==> src/hw/rtl/rgbyuv_pkg.sv <==
package rgbyuv_pkg;

	localparam int MAX_WIDTH   = 4096;
	localparam int MAX_HEIGHT  = 4096;
	localparam int LINE_DEPTH  = MAX_WIDTH / 2;
	localparam int LINE_AW     = $clog2(LINE_DEPTH);
	localparam int CNT_W       = $clog2(MAX_WIDTH);
	localparam int SIZE_W      = 13;
	localparam int QUEUE_DEPTH = 4;
	localparam int QUEUE_AW    = $clog2(QUEUE_DEPTH);
	localparam int QUEUE_CW    = $clog2(QUEUE_DEPTH + 1);

	typedef enum logic [0:0] {
		REG_IMAGE_WIDTH  = 1'b0,
		REG_IMAGE_HEIGHT = 1'b1
	} reg_index_t;

	localparam logic [SIZE_W-1:0] WIDTH_RESET  = 13'd1920;
	localparam logic [SIZE_W-1:0] HEIGHT_RESET = 13'd1080;

	localparam logic [23:0] LUMA_R = 24'd13933;
	localparam logic [23:0] LUMA_G = 24'd46871;
	localparam logic [23:0] LUMA_B = 24'd4732;

	localparam logic signed [27:0] CU_R   = -28'sd7509;
	localparam logic signed [27:0] CU_G   = -28'sd25259;
	localparam logic signed [27:0] CU_B   = 28'sd32768;
	localparam logic signed [27:0] CV_R   = 28'sd32768;
	localparam logic signed [27:0] CV_G   = -28'sd29763;
	localparam logic signed [27:0] CV_B   = -28'sd3005;
	localparam logic signed [27:0] C_BIAS = 28'sd33554432;

	typedef struct packed {
		logic [8:0] sum_b;
		logic [8:0] sum_g;
		logic [8:0] sum_r;
	} pair_sum_t;

	typedef struct packed {
		logic [7:0]         red;
		logic [7:0]         green;
		logic [7:0]         blue;
		pair_sum_t          pair;
		logic [LINE_AW-1:0] line_idx;
		logic               line_wr;
		logic               chroma;
		logic               frame_end;
	} entry_t;

endpackage

==> src/hw/rtl/rgbyuv_queue.sv <==
module rgbyuv_queue (
	input  logic               clk,
	input  logic               arst_n,
	input  logic               push,
	input  rgbyuv_pkg::entry_t push_entry,
	input  logic               pop,
	output logic               full,
	output logic               empty,
	output rgbyuv_pkg::entry_t head
);

	rgbyuv_pkg::entry_t                 slot_q [rgbyuv_pkg::QUEUE_DEPTH];
	logic [rgbyuv_pkg::QUEUE_AW-1:0]   wr_ptr_q;
	logic [rgbyuv_pkg::QUEUE_AW-1:0]   rd_ptr_q;
	logic [rgbyuv_pkg::QUEUE_CW-1:0]   count_q;
	logic                              do_pop;

	assign full   = count_q == rgbyuv_pkg::QUEUE_CW'(rgbyuv_pkg::QUEUE_DEPTH);
	assign empty  = count_q == '0;
	assign head   = slot_q[rd_ptr_q];
	assign do_pop = pop && !empty;

	always_ff @(posedge clk) begin
		if (push) slot_q[wr_ptr_q] <= push_entry;
	end

	always_ff @(posedge clk or negedge arst_n) begin
		if (!arst_n) begin
			wr_ptr_q <= '0;
			rd_ptr_q <= '0;
			count_q  <= '0;
		end else begin
			if (push) wr_ptr_q <= wr_ptr_q + 1'b1;
			if (do_pop) rd_ptr_q <= rd_ptr_q + 1'b1;
			case ({push, do_pop})
				2'b10:   count_q <= count_q + 1'b1;
				2'b01:   count_q <= count_q - 1'b1;
				default: count_q <= count_q;
			endcase
		end
	end

endmodule

==> config.mk <==
export PLATFORM = sky130hd
export DESIGN_NAME = rgbyuv_queue
export DESIGN_NICKNAME = d
export VERILOG_FILES = /design/src/hw/rtl/rgbyuv_pkg.sv /design/src/hw/rtl/rgbyuv_queue.sv
export SDC_FILE = /design/constraint.sdc
export NUM_CORES = 1
export LEC_CHECK = 0
export ABC_AREA = 1
export BUFFER_PORTS_ARGS = -buffer_cell sky130_fd_sc_hd__buf_2
export CELL_PAD_IN_SITES_DETAIL_PLACEMENT = 1
export CELL_PAD_IN_SITES_GLOBAL_PLACEMENT = 1
export CORE_MARGIN = 2
export CORE_UTILIZATION = 47
export CTS_CLUSTER_DIAMETER = 80
export DETAILED_ROUTE_END_ITERATION = 10
export PLACE_DENSITY = 0.89
export SLEW_MARGIN = 15
export SYNTH_ARGS = -nofsm -noshare
export SYNTH_HDL_FRONTEND = slang
export SYNTH_SLANG_ARGS = --single-unit
==> constraint.sdc <==
create_clock -name clk -period 2.7 [get_ports clk]
set_clock_uncertainty 0.1 [all_clocks]
set_input_delay 0.405 -clock clk [delete_from_list [all_inputs] [get_ports clk]]
set_output_delay 0.405 -clock clk [all_outputs]
set_load 0.005 [all_outputs]
# After elaboration in Yosys (flattened, before gate mapping)
# Memories as Yosys holds them, arrays and structs flattened.
# Cells that the tools add are included.
dict set report totals {
  reg_bits 7
  ramBits 260
  word_cells 18
  n_memories 1
}
dict set report op_classes {
  n_addsub 4
  eq_ne 3
  mux 3
  n_reduce_logical 4
}
# memory words word_bits read_ports rd_ports_with_merged_regs wr line
set mem_list {}
lappend mem_list {slot_q 4 65 1 0 1 rgbyuv_queue.sv:12} ;# rgbyuv_pkg::entry_t slot_q [rgbyuv_pkg::QUEUE_DEPTH];
# cell n
set ops {}
lappend ops {{$pmux W3 S2} 1}
lappend ops {{$add A2 B1 Y2 const B} 2}
lappend ops {{$add A3 B1 Y3 const B} 1}
lappend ops {{$eq A3 B3 Y1 const B} 1}
lappend ops {{$logic_not A3 Y1} 1}
lappend ops {{$sub A3 B1 Y3 const B} 1}
lappend ops {{$eq A2 B1 Y1 const B} 1}
lappend ops {{$eq A2 B2 Y1 const B} 1}
lappend ops {{$mux W1} 2}
lappend ops {{$reduce_bool A2 Y1} 1}
lappend ops {{$logic_and A1 B1 Y1} 1}
lappend ops {{$logic_not A1 Y1} 1}

# Logic depth before layout (Yosys ltp)
dict set report depth {
  ltp_word 5
  depth_mapped 12
  depth_no_buf 12
}

# Worst setup path after synthesis
# Ideal clock, no wire load.
dict set report synth_timing {
  path_kind {input-to-reg}
  startpoint {input port push}
  endpoint {memory slot_q[0][0] (netlist bit), enable pin}
  setup_time_ns 0.419
  t_arrival_ns 1.978
  setup_slack_ns 0.203
  stages 3
  path_buffers 1
  path_cell_list {clkbuf_1 -> nand2_1 -> inv_1}
}
dict set report synth_via {
  elab_chain_cells 2
}
# element line
set synth_rtl {}
lappend synth_rtl {{start, declared} rgbyuv_queue.sv:4} ;# input logic push,
lappend synth_rtl {{$mux W1} rgbyuv_queue.sv:24} ;# if (push) slot_q[wr_ptr_q] <= push_entry;
lappend synth_rtl {{$mux W1 (implied by the code)} rgbyuv_queue.sv:24}
lappend synth_rtl {{end, declared} rgbyuv_queue.sv:12}
# No other way between the ends.

==> impl_metrics.toml <==
[finish]
design_area_um2 = 13170
layout-drive-gt1-share_pct = 18.70
finalNonFillerCells = 1318
area_growth_pct = 23.35
final_nets = 1087

[synthesis]
synth_top_area_cell = "edfxtp_1"
synth.top_cell.area_share_pct = 73.15
seq_area_frac_synth_pct = 74.79
ys_ff_latch = 267
async_flop_share_pct = 2.622
synth.distinct_cells = 20
ys_top_cells_by_area = "edfxtp_1 73%, o211ai_1 9.1%, nand2_1 7.5%"
syn-num-nets = 892
syn_inst = 817
synth_most_common_cell = "edfxtp_1"
ys_top_cells_by_count = "260 x edfxtp_1, 213 x nand2_1, 145 x inv_1, 130 x o211ai_1, 26 x buf_2"
netlist_area_um2 = 10670
synth_edf_count = 260
synth.avg_cell_area_um2 = 13.06
synth_ff_type = "edfxtp_1"
yosys_warnings = 0

[sta]
rsz0062_at_grt = "no"
period_share_pct = 93.70
fin_crit_ns = 2.530
fmax_mhz = 395.3
slew_headroom_pct = 58.82
hold_ws_ns = 0.01842
fin_tns_setup_ns = 0
hold_violations = 0
tightest_slew_ns = 0.6177
slew_viol_final = 0
setup_viol = 0

[cts]
cts-root-buf = "clkbuf_16"
htreeDepth = 1
clk_latency_ns = 0.52
cts_buffers = 28
path_clk_slew_ns = 0.06
tritoncts = "done"
clockBufferDepth = 3
cts.sinks = 267

[worst_setup_path]
crit_top_cell = "nand2_1"
cp_cell_sequence = "inv_8, buf_12, nand2_1, o211ai_1, nand2_1, buf_2"
cp.required_ns = 2.19
path_class = "register to output port"
crit_path_end_kind = "output port"
cp-start-kind = "register"
r2r_cells = 11
critPathSlowestCell = "dfrtp_1"
max_stage_delay_ns = 0.46
critPathArrivalTime_ns = 2.02
crit_fanout = 61

[place]
gp_congestion = 0.7352
dp_cells = 1210
dp_hpwl_um = 14800
portBuffers = 135
place_area_um2 = 11700

[floorplanning]
die_area_um2 = 23930
initial_core_util_pct = 47.57
core-area_um2 = 22430
ios = 136
die_y_um = 154.7
dieWidth_um = 154.7
rows = 55

[route]
avgRoutedWirePerCell_um = 18.99
drc_errors = 0
drtPass1Iterations = 4
first_iter_violations = 389
via_per_inst = 5.115
wl_um = 25030
postRouteAntennaNets = 0
detailroute.via_count = 6741

[power]
switching_power_mw = 4.560
clkPwrFrac_pct = 27.2
p_per_area_nw_per_um2 = 1046
switching_share_pct = 33.10
internal_power_mw = 9.217
combPwrFrac_pct = 31.7
ir_drop_mv = 0.5826
p_leak_nw = 5.382
power_frac_seq_pct = 41.2

[grt]
grt_pass1_wl_um = 39310
antenna_found_initial = 2
track_usage_pct = 21.13
grt_overflow_total = 0
grt_start_max_net_pins = 68
grt_pass1_vias = 7432

[outcome]
status = "finished, final reports clean"

[flow_run]
drv_cap = 0

[hold_path]
hold_class = "input pin to register"
min_path_cells = 1
## repair_timing
item                       4_1_cts  5_1_grt
resized for setup                0        4
hold buffers                    57        0
hold endpoints to repair       228        0
setup buffers                    0        0
setup endpoints to repair        0        8
## cell families (layout without fill, tap and decap cells)
family                     Yosys count  in the layout  synth area share, %
AOI/OAI and AO/OA                  132            132                9.238
xor gates and xnor gates             2              2               0.1642
adders and majority gates            6              6               0.7737
buffers and inverters              191            406                7.245
DFF                                267            267                74.79
other                                0              1                    0
and+or+nand+nor                    219            219                7.784
## power by group through the flow
stage | logic, mW | clock network, mW | registers [mW]
2_1_floorplan | 2.57 | 0 | 5.68
3_3_place_gp | 4.08 | 0 | 5.67
3_5_place_dp | 4.29 | 0 | 5.74
4_1_cts | 4.41 | 3.78 | 5.67
5_1_grt | 4.88 | 3.94 | 5.73
6_report | 4.36 | 3.74 | 5.67
## sequential cells by signal, indices dropped and copies added, names as in the netlist
| signal | cells |
|---|---|
| slot_q | 260 |
| rd_ptr_q | 2 |
| wr_ptr_q | 2 |
| count_q | 3 |
## worst paths after layout
| check | to | from | slack, ns |
|---|---|---|---|
| setup / recovery | head[40] | rd_ptr_q[0] | 0.17 |
| hold / removal | slot_q[2][32] | push_entry[32] | 0.02 |
| setup reg to reg | count_q[2] | count_q[1] | 0.70 |
| hold reg to reg | count_q[2] | count_q[2] | 0.40 |
| max in group asynchronous | rd_ptr_q[1] | arst_n | 2.17 |
| min in group asynchronous | count_q[0] | arst_n | 0.15 |
## routing by layer
metal,part of all wire [%],track usage (%)
met4,2.2,5.467
met2,55,40.99
met3,3.4,3.026
met1,40,24.38
met5,0.056,0
## metrics by stage
step           setup slack [ns]  utilization, %  total power, mW
2_1_floorplan            0.2030               -            8.255
5_1_grt                 0.03925           58.67            14.55
3_3_place_gp             0.7443           52.14            9.758
3_5_place_dp             0.6730           52.14            10.04
6_report                 0.1702           58.68            13.78
4_1_cts                 0.09801           58.64            13.85
## worst max-delay path: cells and delay by family (launching register included)
family          cells  cell delay, ns
buf+inv             3            0.68
simple gates        2            0.20
compound gates      1            0.11
flops               1            0.46
## cells in the final DEF, fill, tap and decap left out, types with 2 or more instances in the layout
cell type      count
o211ai_1         130
clkinv_1           9
inv_1            141
dlygate4sd3_1     57
dfrtp_1            6
edfxtp_1         260
buf_4             10
buf_12             6
ha_1               5
bufinv_16          3
clkinv_2           5
buf_2            135
clkbuf_1           7
clkbuf_16         29
nand3_1            4
o21ai_0            2
nand2_1          213
## area by class of cell
class / count / area (um2)
Tap cell: 285 / 356.6
Inverter: 147 / 564.3
Multi-Input combinational cell: 359 / 1917
Fill cell: 2234 / 9269
Clock buffer: 36 / 752.0
Timing Repair Buffer: 209 / 1453
Sequential cell: 267 / 7984
Antenna cell: 1 / 2.502
Clock inverter: 14 / 136.4
Note: power is estimated with default switching activity, not from simulation.
