<file path="config.mk">
export PLATFORM = sky130hd
export DESIGN_NAME = rgbyuv_front_flat
export DESIGN_NICKNAME = d
export VERILOG_FILES = /design/src/hw/rtl/rgbyuv_pkg.sv /design/src/hw/rtl/rgbyuv_stream_if.sv /design/src/hw/rtl/rgbyuv_front.sv /design/src/flat_wrapper.sv
export SDC_FILE = /design/constraint.sdc
export NUM_CORES = 1
export LEC_CHECK = 0
export BUFFER_PORTS_ARGS = -buffer_cell sky130_fd_sc_hd__buf_2
export CAP_MARGIN = 20
export CELL_PAD_IN_SITES_DETAIL_PLACEMENT = 0
export CELL_PAD_IN_SITES_GLOBAL_PLACEMENT = 2
export CORE_MARGIN = 2
export CORE_UTILIZATION = 34
export DETAILED_ROUTE_END_ITERATION = 16
export PLACE_DENSITY = 0.89
export SLEW_MARGIN = 10
export SYNTH_ARGS = -nofsm -noshare
export SYNTH_HDL_FRONTEND = slang
export SYNTH_SLANG_ARGS = --single-unit
</file>
<file path="constraint.sdc">
create_clock -name clk -period 3.55 [get_ports clk]
set_input_delay 0.355 -clock clk [delete_from_list [all_inputs] [get_ports clk]]
set_output_delay 0.355 -clock clk [all_outputs]
set_load 0.01 [all_outputs]
</file>
<file path="src/hw/rtl/rgbyuv_pkg.sv">
package rgbyuv_pkg;

	localparam int MAX_WIDTH   = 4096;
	localparam int MAX_HEIGHT  = 4096;
	localparam int LINE_DEPTH  = MAX_WIDTH / 2;
	localparam int LINE_AW     = $clog2(LINE_DEPTH);
	localparam int CNT_W       = $clog2(MAX_WIDTH);
	localparam int SIZE_W      = 13;
	localparam int QUEUE_DEPTH = 4;
	localparam int QUEUE_AW    = $clog2(QUEUE_DEPTH);
	localparam int QUEUE_CW    = $clog2(QUEUE_DEPTH + 1);

	typedef enum logic [0:0] {
		REG_IMAGE_WIDTH  = 1'b0,
		REG_IMAGE_HEIGHT = 1'b1
	} reg_index_t;

	localparam logic [SIZE_W-1:0] WIDTH_RESET  = 13'd1920;
	localparam logic [SIZE_W-1:0] HEIGHT_RESET = 13'd1080;

	localparam logic [23:0] LUMA_R = 24'd13933;
	localparam logic [23:0] LUMA_G = 24'd46871;
	localparam logic [23:0] LUMA_B = 24'd4732;

	localparam logic signed [27:0] CU_R   = -28'sd7509;
	localparam logic signed [27:0] CU_G   = -28'sd25259;
	localparam logic signed [27:0] CU_B   = 28'sd32768;
	localparam logic signed [27:0] CV_R   = 28'sd32768;
	localparam logic signed [27:0] CV_G   = -28'sd29763;
	localparam logic signed [27:0] CV_B   = -28'sd3005;
	localparam logic signed [27:0] C_BIAS = 28'sd33554432;

	typedef struct packed {
		logic [8:0] sum_b;
		logic [8:0] sum_g;
		logic [8:0] sum_r;
	} pair_sum_t;

	typedef struct packed {
		logic [7:0]         red;
		logic [7:0]         green;
		logic [7:0]         blue;
		pair_sum_t          pair;
		logic [LINE_AW-1:0] line_idx;
		logic               line_wr;
		logic               chroma;
		logic               frame_end;
	} entry_t;

endpackage

</file>
<file path="src/hw/rtl/rgbyuv_stream_if.sv">
interface rgbyuv_in_if;
	logic       valid;
	logic       ready;
	logic [7:0] red;
	logic [7:0] green;
	logic [7:0] blue;

	modport source (output valid, red, green, blue, input ready);
	modport sink (input valid, red, green, blue, output ready);
endinterface


</file>
<file path="src/hw/rtl/rgbyuv_front.sv">
module rgbyuv_front (
	input  logic                          clk,
	input  logic                          arst_n,
	input  logic                          cfg_write,
	input  logic [0:0]                    cfg_index,
	input  logic [rgbyuv_pkg::SIZE_W-1:0] cfg_data,
	rgbyuv_in_if.sink                     pix_in,
	input  logic                          full,
	output logic                          push,
	output rgbyuv_pkg::entry_t            entry
);

	logic [rgbyuv_pkg::SIZE_W-1:0] width_q;
	logic [rgbyuv_pkg::SIZE_W-1:0] height_q;
	logic [rgbyuv_pkg::CNT_W-1:0]  col_q;
	logic [rgbyuv_pkg::CNT_W-1:0]  row_q;
	logic [23:0]                   left_q;
	logic [rgbyuv_pkg::SIZE_W-1:0] eff_w;
	logic [rgbyuv_pkg::SIZE_W-1:0] eff_h;
	logic                          last_col;
	logic                          last_row;

	function automatic logic [rgbyuv_pkg::SIZE_W-1:0] eff_size(
		input logic [rgbyuv_pkg::SIZE_W-1:0] raw,
		input logic [rgbyuv_pkg::SIZE_W-1:0] limit
	);
		logic [rgbyuv_pkg::SIZE_W-1:0] v;
		v = {raw[rgbyuv_pkg::SIZE_W-1:1], 1'b0};
		if (v < 13'd2) v = 13'd2;
		if (v > limit) v = limit;
		return v;
	endfunction

	assign eff_w    = eff_size(width_q, rgbyuv_pkg::SIZE_W'(rgbyuv_pkg::MAX_WIDTH));
	assign eff_h    = eff_size(height_q, rgbyuv_pkg::SIZE_W'(rgbyuv_pkg::MAX_HEIGHT));
	assign last_col = ({1'b0, col_q} + 13'd1) >= eff_w;
	assign last_row = ({1'b0, row_q} + 13'd1) >= eff_h;

	assign pix_in.ready = !full;
	assign push         = pix_in.valid && !full;

	always_comb begin
		entry.red          = pix_in.red;
		entry.green        = pix_in.green;
		entry.blue         = pix_in.blue;
		entry.pair.sum_r   = {1'b0, pix_in.red} + {1'b0, left_q[7:0]};
		entry.pair.sum_g   = {1'b0, pix_in.green} + {1'b0, left_q[15:8]};
		entry.pair.sum_b   = {1'b0, pix_in.blue} + {1'b0, left_q[23:16]};
		entry.line_idx     = col_q[rgbyuv_pkg::CNT_W-1:1];
		entry.line_wr      = col_q[0] && !row_q[0];
		entry.chroma       = col_q[0] && row_q[0];
		entry.frame_end    = last_col && last_row;
	end

	always_ff @(posedge clk or negedge arst_n) begin
		if (!arst_n) begin
			width_q  <= rgbyuv_pkg::WIDTH_RESET;
			height_q <= rgbyuv_pkg::HEIGHT_RESET;
		end else if (cfg_write) begin
			if (cfg_index == rgbyuv_pkg::REG_IMAGE_WIDTH) width_q <= cfg_data;
			else height_q <= cfg_data;
		end
	end

	always_ff @(posedge clk or negedge arst_n) begin
		if (!arst_n) begin
			col_q  <= '0;
			row_q  <= '0;
			left_q <= '0;
		end else if (push) begin
			if (!col_q[0]) left_q <= {pix_in.blue, pix_in.green, pix_in.red};
			if (last_col) begin
				col_q <= '0;
				row_q <= last_row ? '0 : row_q + 1'b1;
			end else begin
				col_q <= col_q + 1'b1;
			end
		end
	end

endmodule

</file>
<file path="src/flat_wrapper.sv">
// flat-port wrapper written by rule: the top's interface ports become plain ports
module rgbyuv_front_flat 
  (clk, arst_n, cfg_write, cfg_index, cfg_data, full, push, entry, pix_in_valid, pix_in_red, pix_in_green, pix_in_blue, pix_in_ready);
  rgbyuv_in_if pix_in_i ();
  input  logic clk;
  input  logic arst_n;
  input  logic cfg_write;
  input  logic [0:0] cfg_index;
  input  logic [rgbyuv_pkg::SIZE_W-1:0] cfg_data;
  input  logic full;
  output logic push;
  output rgbyuv_pkg::entry_t entry;
  input wire logic [$bits(pix_in_i.valid)-1:0] pix_in_valid;
  input wire logic [$bits(pix_in_i.red)-1:0] pix_in_red;
  input wire logic [$bits(pix_in_i.green)-1:0] pix_in_green;
  input wire logic [$bits(pix_in_i.blue)-1:0] pix_in_blue;
  output wire logic [$bits(pix_in_i.ready)-1:0] pix_in_ready;
  assign pix_in_i.valid = pix_in_valid;
  assign pix_in_i.red = pix_in_red;
  assign pix_in_i.green = pix_in_green;
  assign pix_in_i.blue = pix_in_blue;
  assign pix_in_ready = pix_in_i.ready;
  rgbyuv_front u_core (.clk(clk), .arst_n(arst_n), .cfg_write(cfg_write), .cfg_index(cfg_index), .cfg_data(cfg_data), .pix_in(pix_in_i), .full(full), .push(push), .entry(entry));
endmodule
</file>
======== Yosys cells after proc, flatten, opt, wreduce, memory -nomap -nowiden ========
Index checks and enable logic that the tools add are counted.
storage, ports and cells
  output and inout port bits .............. 67
  memories kept ........................... 0
  input bits .............................. 43
  latch bits .............................. 0
  word-level logic and storage cells ...... 36
  RAM bits ................................ 0
  register bits ........................... 74
  ROM bits ................................ 0
cells by class
  magnitude comparators ................... 6
  equality and inequality tests ........... 0
  add/sub/neg operators ................... 7
  shifts and indexed selects .............. 0
  reduce and logical (&&, ||, !) cells .... 10
  multiplexer cells ....................... 6
  multiply operators ...................... 0
  div/mod/pow operators ................... 0
  bitwise logic cells ..................... 2
operator list
  kind                   number
  $mux 13                4
  $add 8x8->9            3
  $add 12x1->13 const B  2
  $ge 13x13->1           2
  $gt 13x13->1 const B   2
  $lt 13x2->1 const B    2
  $add 12x1->12 const B  2
  $mux 12                2
  $reduce_and 2->1       4
  $logic_and 1x1->1      4
  $logic_not 1->1        2
  $not 1->1              2

======== Longest topological paths before layout ========
Gate-level depths: netlist of the first run.
  depth after elaboration ................. 6
  gate-level depth with buffers ........... 13

======== Worst setup path after synthesis of the first run ========
OpenSTA, ideal clock, no wires.
  kind .................................... register to output
  from .................................... register u_core.col_q[0] (netlist name)
  to ...................................... output port entry[0] (netlist name)
  buffers on the path ..................... 1
  setup slack ............................. 364 ps
  data required time ...................... 3195 ps
  data arrival time ....................... 2831 ps
  stages on the path, launching flop included .. 13
  path through ............................ dfrtp_1 > ha_1 > and3_1 > and3_1 > and3_1 > xor2_1 > ha_1 > a21oi_1 > o21ai_0 > a21oi_1 > nand2_4 > buf_2 > and2_1
RTL lines
  element                 RTL line            source
  start, declared         rgbyuv_front.sv:15  logic [rgbyuv_pkg::CNT_W-1:0] col_q;
  start signal, assigned  rgbyuv_front.sv:76  col_q <= col_q + 1'b1;
  end, declared           flat_wrapper.sv:12  output rgbyuv_pkg::entry_t entry;

==> impl_metrics.ini, run 1 <==
[die]
die_area_mm2 = 0.01584
core_mm2 = 0.01453
initial_core_util_pct = 34.73
die_width_um = 125.8
ios = 110
rows = 44
fp.dieH_um = 125.8

[clock_network]
cts.sinks = 72
clk_pin_slew_ns = 0.06
clk_path_buf_depth = 2
cts_root_buf = clkbuf_16
htreeDepth = 3
clkLatencyLatePin_ns = 0.34
cts_buffers = 9
cts_tree = built
holdBufCountCts = 0

[drt]
met1_length_um = 5407
routed.top_layer = met4
met2_length_um = 5536
firstDrtPassIters = 4
wire_per_inst_um = 14.60
drcViolationCount = 0
drt_iter0_drc = 133
drt-vias-per-instance = 4.985
wl_um = 11440
num_vias = 3908
drtAntennaViolNets = 0
route.met3.wl_um = 401

[placed_design]
place_area_mm2 = 0.005557
dp_hpwl_um = 8832
place_congestion = 0.8102
port_buffers = 108
pre_cts_ws_ns = 0.3092

[logic_synthesis]
yosys_register_bits = 72
synthesis.area_mm2 = 0.005047
async_reset_ff_share_pct = 100.0
ys_seq_area_share_pct = 35.89
yosys.cell_types.count = 49
syn_nets = 611
synth_edf_count = 0
synth-main-ff-cell = dfrtp_1
syn_area_per_cell_um2 = 9.801
ys.warnings.count = 0
synthCells = 515

[run_status]
outcome = finished clean

[sta]
max_freq_mhz = 293.7
period_share_pct = 95.92
maxSlewViolCount = 0
finClkSkew_ns = 0.007369
setup_viol = 0
worstMarginPinSlew_ns = 0.7196
finalHoldViolCount = 0
fin_ws_ns = 0.1448
period_minus_slack_ns = 3.405
slew_headroom_pct = 51.81

[pwr]
p_sw_mw = 1.679
pwr-share-comb_pct = 49.2
power_leakage_nw = 2.816
p_per_area_mw_per_mm2 = 737.1
clkPwrFrac_pct = 21.4
ir_drop_mv = 0.3914
p_int_mw = 2.671
seqPwrFrac_pct = 29.3
swShare_pct = 38.60

[final_layout]
num-nets-final = 691
n_antenna_cell = 0
syn2layout_area_growth_pct = 16.91
nFillCells = 1488
drive_gt1_share_pct = 34.00
fin_area_mm2 = 0.005901

[global_routing]
gr-total-overflow = 0
grt_start_max_net_pins = 28
antenna_found_initial = 0
grt_pass1_vias = 3947
grt_pass1_wl_um = 19120
grt_usage_pct = 14.94

[run]
drv_cap = 0

[setup_path]
endpoint_kind = output pin
cp_data_arrival_time_ns = 3.05
rr_worst_depth = 11
cp_max_fo = 6
r2r-start = u_core.row_q[2]
r2r_slack_ns = 0.43
start_kind = flop
crit_required_ns = 3.19
r2r-end = u_core.row_q[7]
crit_type = flop to output pin

[min_path]
hold_class = input pin to asynchronous set/reset pin
[layout make-up]
type,count,area [um2],area share (%)
multi-input cells,370,2845,48.22
flip-flops and latches,72,1815,30.77
repair buffers,117,608.1,10.31
clock buffers,11,252.7,4.283
well taps,184,230.2,3.902
inverters,25,93.84,1.590
clock inverters,5,55.05,0.9330
[what timing repair did]
item | CTS | global route
resized for setup | 3 | 7
pin swaps | 0 | 1
gates cloned | 0 | 0
buffers inserted | 0 | 1
setup endpoints to repair | 1 | 1
[critical path: stages (launching register included)]
cell      delay (ns)
dfrtp_2         0.41
and3_1          0.20
and3_2          0.27
nand3_2         0.16
or3_1           0.34
nand2_1         0.09
ha_1            0.24
nand4_1         0.16
a311oi_1        0.08
or3_1           0.44
and2_1          0.19
buf_2           0.14
[worst max path at each step]
stage                        to  depth (start not counted)             from
2_1_floorplan          entry[0]                         12  u_core.col_q[0]
3_3_place_gp    u_core.row_q[7]                         11  u_core.row_q[2]
3_5_place_dp   u_core.row_q[10]                         11  u_core.row_q[2]
4_1_cts                entry[0]                         12  u_core.col_q[0]
5_1_grt                entry[0]                         12  u_core.col_q[1]
6_report               entry[0]                         11  u_core.row_q[2]
[cells in the mapped netlist (6+ instances only)]
cell type,number,area (um2)
nand2_1,61,229.0
xnor2_1,31,271.5
clkbuf_1,7,26.28
ha_1,50,625.6
a22o_1,6,52.55
and3_1,10,62.56
nor2_1,22,82.58
inv_1,23,86.33
o41ai_1,7,61.31
buf_4,35,262.8
a21oi_1,24,120.1
o21ai_0,19,95.09
nor2b_1,8,50.05
dfstp_2,8,210.2
xor2_1,6,52.55
nand4_1,7,43.79
a21o_1,10,75.07
mux2_2,44,495.5
nand3_1,15,75.07
dfrtp_1,64,1602
[logic make-up after synthesis]
family	share of synthesized area, %
buffers and inverters	8.280
AO/OA/AOI/OAI	11.50
multiplexers	10.44
AND/OR/NAND/NOR	13.88
flip-flops	35.89
XOR/XNOR	6.420
adder cells (fa/ha/maj)	13.58
[power by group through the flow]
stage | clock network [mW] | logic [mW] | registers (mW)
3_3_place_gp | 0 | 2.10 | 1.28
4_1_cts | 0.961 | 2.15 | 1.28
5_1_grt | 0.996 | 2.40 | 1.32
6_report | 0.932 | 2.14 | 1.28
3_5_place_dp | 0 | 2.14 | 1.29
2_1_floorplan | 0 | 1.56 | 1.22
[placed cells by master (no fill, tap or decap), drive strengths merged, types with 6 or more instances in the layout]
| cell type | count |
|---|---|
| xor2 | 6 |
| and3 | 10 |
| nand3 | 15 |
| nand2 | 63 |
| o21ai | 19 |
| a21o | 10 |
| clkbuf | 11 |
| mux2 | 45 |
| dfrtp | 64 |
| inv | 23 |
| nor2 | 22 |
| o41ai | 7 |
| nand4 | 7 |
| buf | 117 |
| a22o | 6 |
| a21oi | 24 |
| ha | 50 |
| xnor2 | 31 |
| dfstp | 8 |
| nor2b | 8 |
[per-stage QoR]
stage                     setup TNS, ns  hold WS, ns  power [mW]  util [%]  instances
after floorplan                       0      0.05941       2.785         -        515
after global placement                0       0.4042       3.380     38.23        767
after detailed placement              0       0.4023       3.431     38.23        767
after CTS                             0      0.03802       4.391     40.39        783
after global routing          -0.006316      0.07305       4.711     40.60        784
final                                 0      0.02086       4.349     40.60        784
[flip-flops by register name, indices dropped and copies added (netlist names)]
signal and flops:
u_core.left_q 24, u_core.col_q 12, u_core.height_q 12, u_core.width_q 12, u_core.row_q 12
[layer usage]
layer / vias up / global-route usage, %
met1: 1888 / 19.65
met2: 64 / 24.71
li1: 1950 / -
met5: - / 0
met4: 0 / 5.171
met3: 6 / 2.931
Note: power is estimated with default switching activity, not from simulation.
==> inputs of run 2 (changes only) <==
--- a/config.mk
+++ b/config.mk
@@ -10,9 +10,10 @@
 export CELL_PAD_IN_SITES_DETAIL_PLACEMENT = 0
 export CELL_PAD_IN_SITES_GLOBAL_PLACEMENT = 2
 export CORE_MARGIN = 2
-export CORE_UTILIZATION = 34
+export CORE_UTILIZATION = 35
+export CTS_BUF_LIST = sky130_fd_sc_hd__clkbuf_8
 export DETAILED_ROUTE_END_ITERATION = 16
-export PLACE_DENSITY = 0.89
+export PLACE_DENSITY = 0.91
 export SLEW_MARGIN = 10
 export SYNTH_ARGS = -nofsm -noshare
 export SYNTH_HDL_FRONTEND = slang
==> run 2 against run 1 <==
Fmax increased by 0.99%. Final cell count unchanged. Flip-flop and latch count did not move. Global-route usage increased by 0.28 points. Cell area shrank 1.4%. Power down 4.7%. Combinational power is 4% higher. Routed wire length shrank 1.2%. Critical path type unchanged. Sequential power about the same. First-iteration DRC count up 89%.
==> impl_metrics.ini, run 2 (synthesis gave the netlist of run 1 again) <==
[global_routing]
grt_pass1_vias = 3777
grt_start_max_net_pins = 37
grt_usage_pct = 15.23
gr-total-overflow = 0
grt_pass1_wl_um = 18450
antenna_found_initial = 0

[clock_network]
clkLatencyLatePin_ns = 0.36
htreeDepth = 3
clk_path_buf_depth = 2
cts_tree = built
clk_pin_slew_ns = 0.09
cts.sinks = 72
cts_root_buf = clkbuf_8
cts_buffers = 9
holdBufCountCts = 0

[sta]
maxSlewViolCount = 0
worstMarginPinSlew_ns = 0.8636
setup_viol = 0
slew_headroom_pct = 42.29
period_minus_slack_ns = 3.372
period_share_pct = 94.98
fin_hold_ws_ns = 0.03357
max_freq_mhz = 296.6
finClkSkew_ns = 0.01570
finalHoldViolCount = 0
fin_ws_ns = 0.1782

[pwr]
power_leakage_nw = 2.789
swShare_pct = 40.72
ir_drop_mv = 0.2151
p_per_area_mw_per_mm2 = 712.2
pwr-share-comb_pct = 53.6
p_int_mw = 2.457
finalPower_mw = 4.146
seqPwrFrac_pct = 30.4
p_sw_mw = 1.688
clkPwrFrac_pct = 16.1

[setup_path]
crit_required_ns = 3.19
crit_type = flop to output pin
endpoint_kind = output pin
cp_max_fo = 8
cp_data_arrival_time_ns = 3.02
start_kind = flop

[die]
ios = 110
die_width_um = 124.1
fp.dieH_um = 124.1
initial_core_util_pct = 36.08
rows = 43
die_area_mm2 = 0.01540
core_mm2 = 0.01399

[final_layout]
mostFrequentLayoutCell = buf_2
nFillCells = 1410
final_cells = 784
num-nets-final = 694
drive_gt1_share_pct = 34.16
regMostFlops = u_core.left_q
layout_common_cells = buf_2 (108), dfrtp_1 (62), nand2_1 (61)
syn2layout_area_growth_pct = 15.32
largest_register_ffs = 24

[drt]
num_vias = 3926
wire_per_inst_um = 14.42
drtAntennaViolNets = 0
drt-vias-per-instance = 5.008
drcViolationCount = 0
firstDrtPassIters = 4
wl_um = 11310
drt_iter0_drc = 251

[placed_design]
dp_hpwl_um = 8527
place_congestion = 0.8070
dp.cells = 763
pre_cts_ws_ns = 0.2205
port_buffers = 108

[run]
drv_cap = 0

[run_status]
outcome = finished clean

[min_path]
hold_class = input pin to asynchronous set/reset pin
==> run 2: layout make-up <==
class | instances | area (um2) | area share [%]
clock buffer | 10 | 137.6 | 2.365
antenna | 1 | 2.502 | 0.04299
clock inverter | 6 | 60.06 | 1.032
timing repair buffer | 120 | 630.6 | 10.83
inverter | 25 | 93.84 | 1.612
tap | 180 | 225.2 | 3.869
multi-input combinational | 370 | 2856 | 49.08
sequential | 72 | 1814 | 31.17
==> run 2: through the flow <==
step / instance area, um2 / TNS [ns] / util [%]
after global placement: 5552 / 0 / 39.69
after detailed placement: 5552 / 0 / 39.69
after floorplan: 5047 / 0 / -
after CTS: 5781 / 0 / 41.32
after global routing: 5818 / -0.02516 / 41.59
final: 5821 / 0 / 41.61
==> run 2: power by group through the flow <==
stage | combinational [mW] | clock (mW) | sequential [mW]
after detailed placement | 2.19 | 0 | 1.27
after floorplan | 1.56 | 0 | 1.22
after global routing | 2.50 | 0.719 | 1.30
after global placement | 2.13 | 0 | 1.26
after CTS | 2.24 | 0.681 | 1.26
final | 2.22 | 0.666 | 1.26
==> run 2: critical path: stages (launching register included) <==
cell	delay, ns
dfrtp_1	0.43
ha_2	0.25
and3_1	0.19
and3_1	0.20
nand3_1	0.19
xnor2_1	0.20
ha_1	0.31
nand4_1	0.14
a211o_4	0.40
nand2_4	0.11
and2_1	0.13
buf_2	0.13
==> run 2: final timing paths <==
check / endpoint / cells after the start / startpoint / slack (ns)
worst min register to register: u_core.left_q[22] / 1 / u_core.left_q[22] / 0.51
max in group asynchronous: u_core.row_q[2] / 2 / arst_n / 3.14
worst min-delay path: u_core.col_q[8] / 2 / arst_n / 0.03
worst max register to register: u_core.row_q[6] / 12 / u_core.col_q[1] / 0.24
worst max-delay path: entry[0] / 11 / u_core.col_q[1] / 0.18
min in group clk: u_core.width_q[12] / 3 / cfg_data[12] / 0.23
==> run 2: repair_timing <==
item                       CTS  global route
setup endpoints to repair    1            11
cloned                       0             0
resized for setup            3             9
pin swaps                    1             0
setup buffers                3             0
==> run 2: per-layer routing <==
metal  global-route usage, %  wire length, um  up-vias  share of wire [%]
li1                        -                -     1953                  -
met5                       0                0        -                  0
met2                   24.73             5379       75                 48
met1                   20.31             5274     1882                 47
met4                   6.039              237        0                2.1
met3                   2.381              417       16                3.7
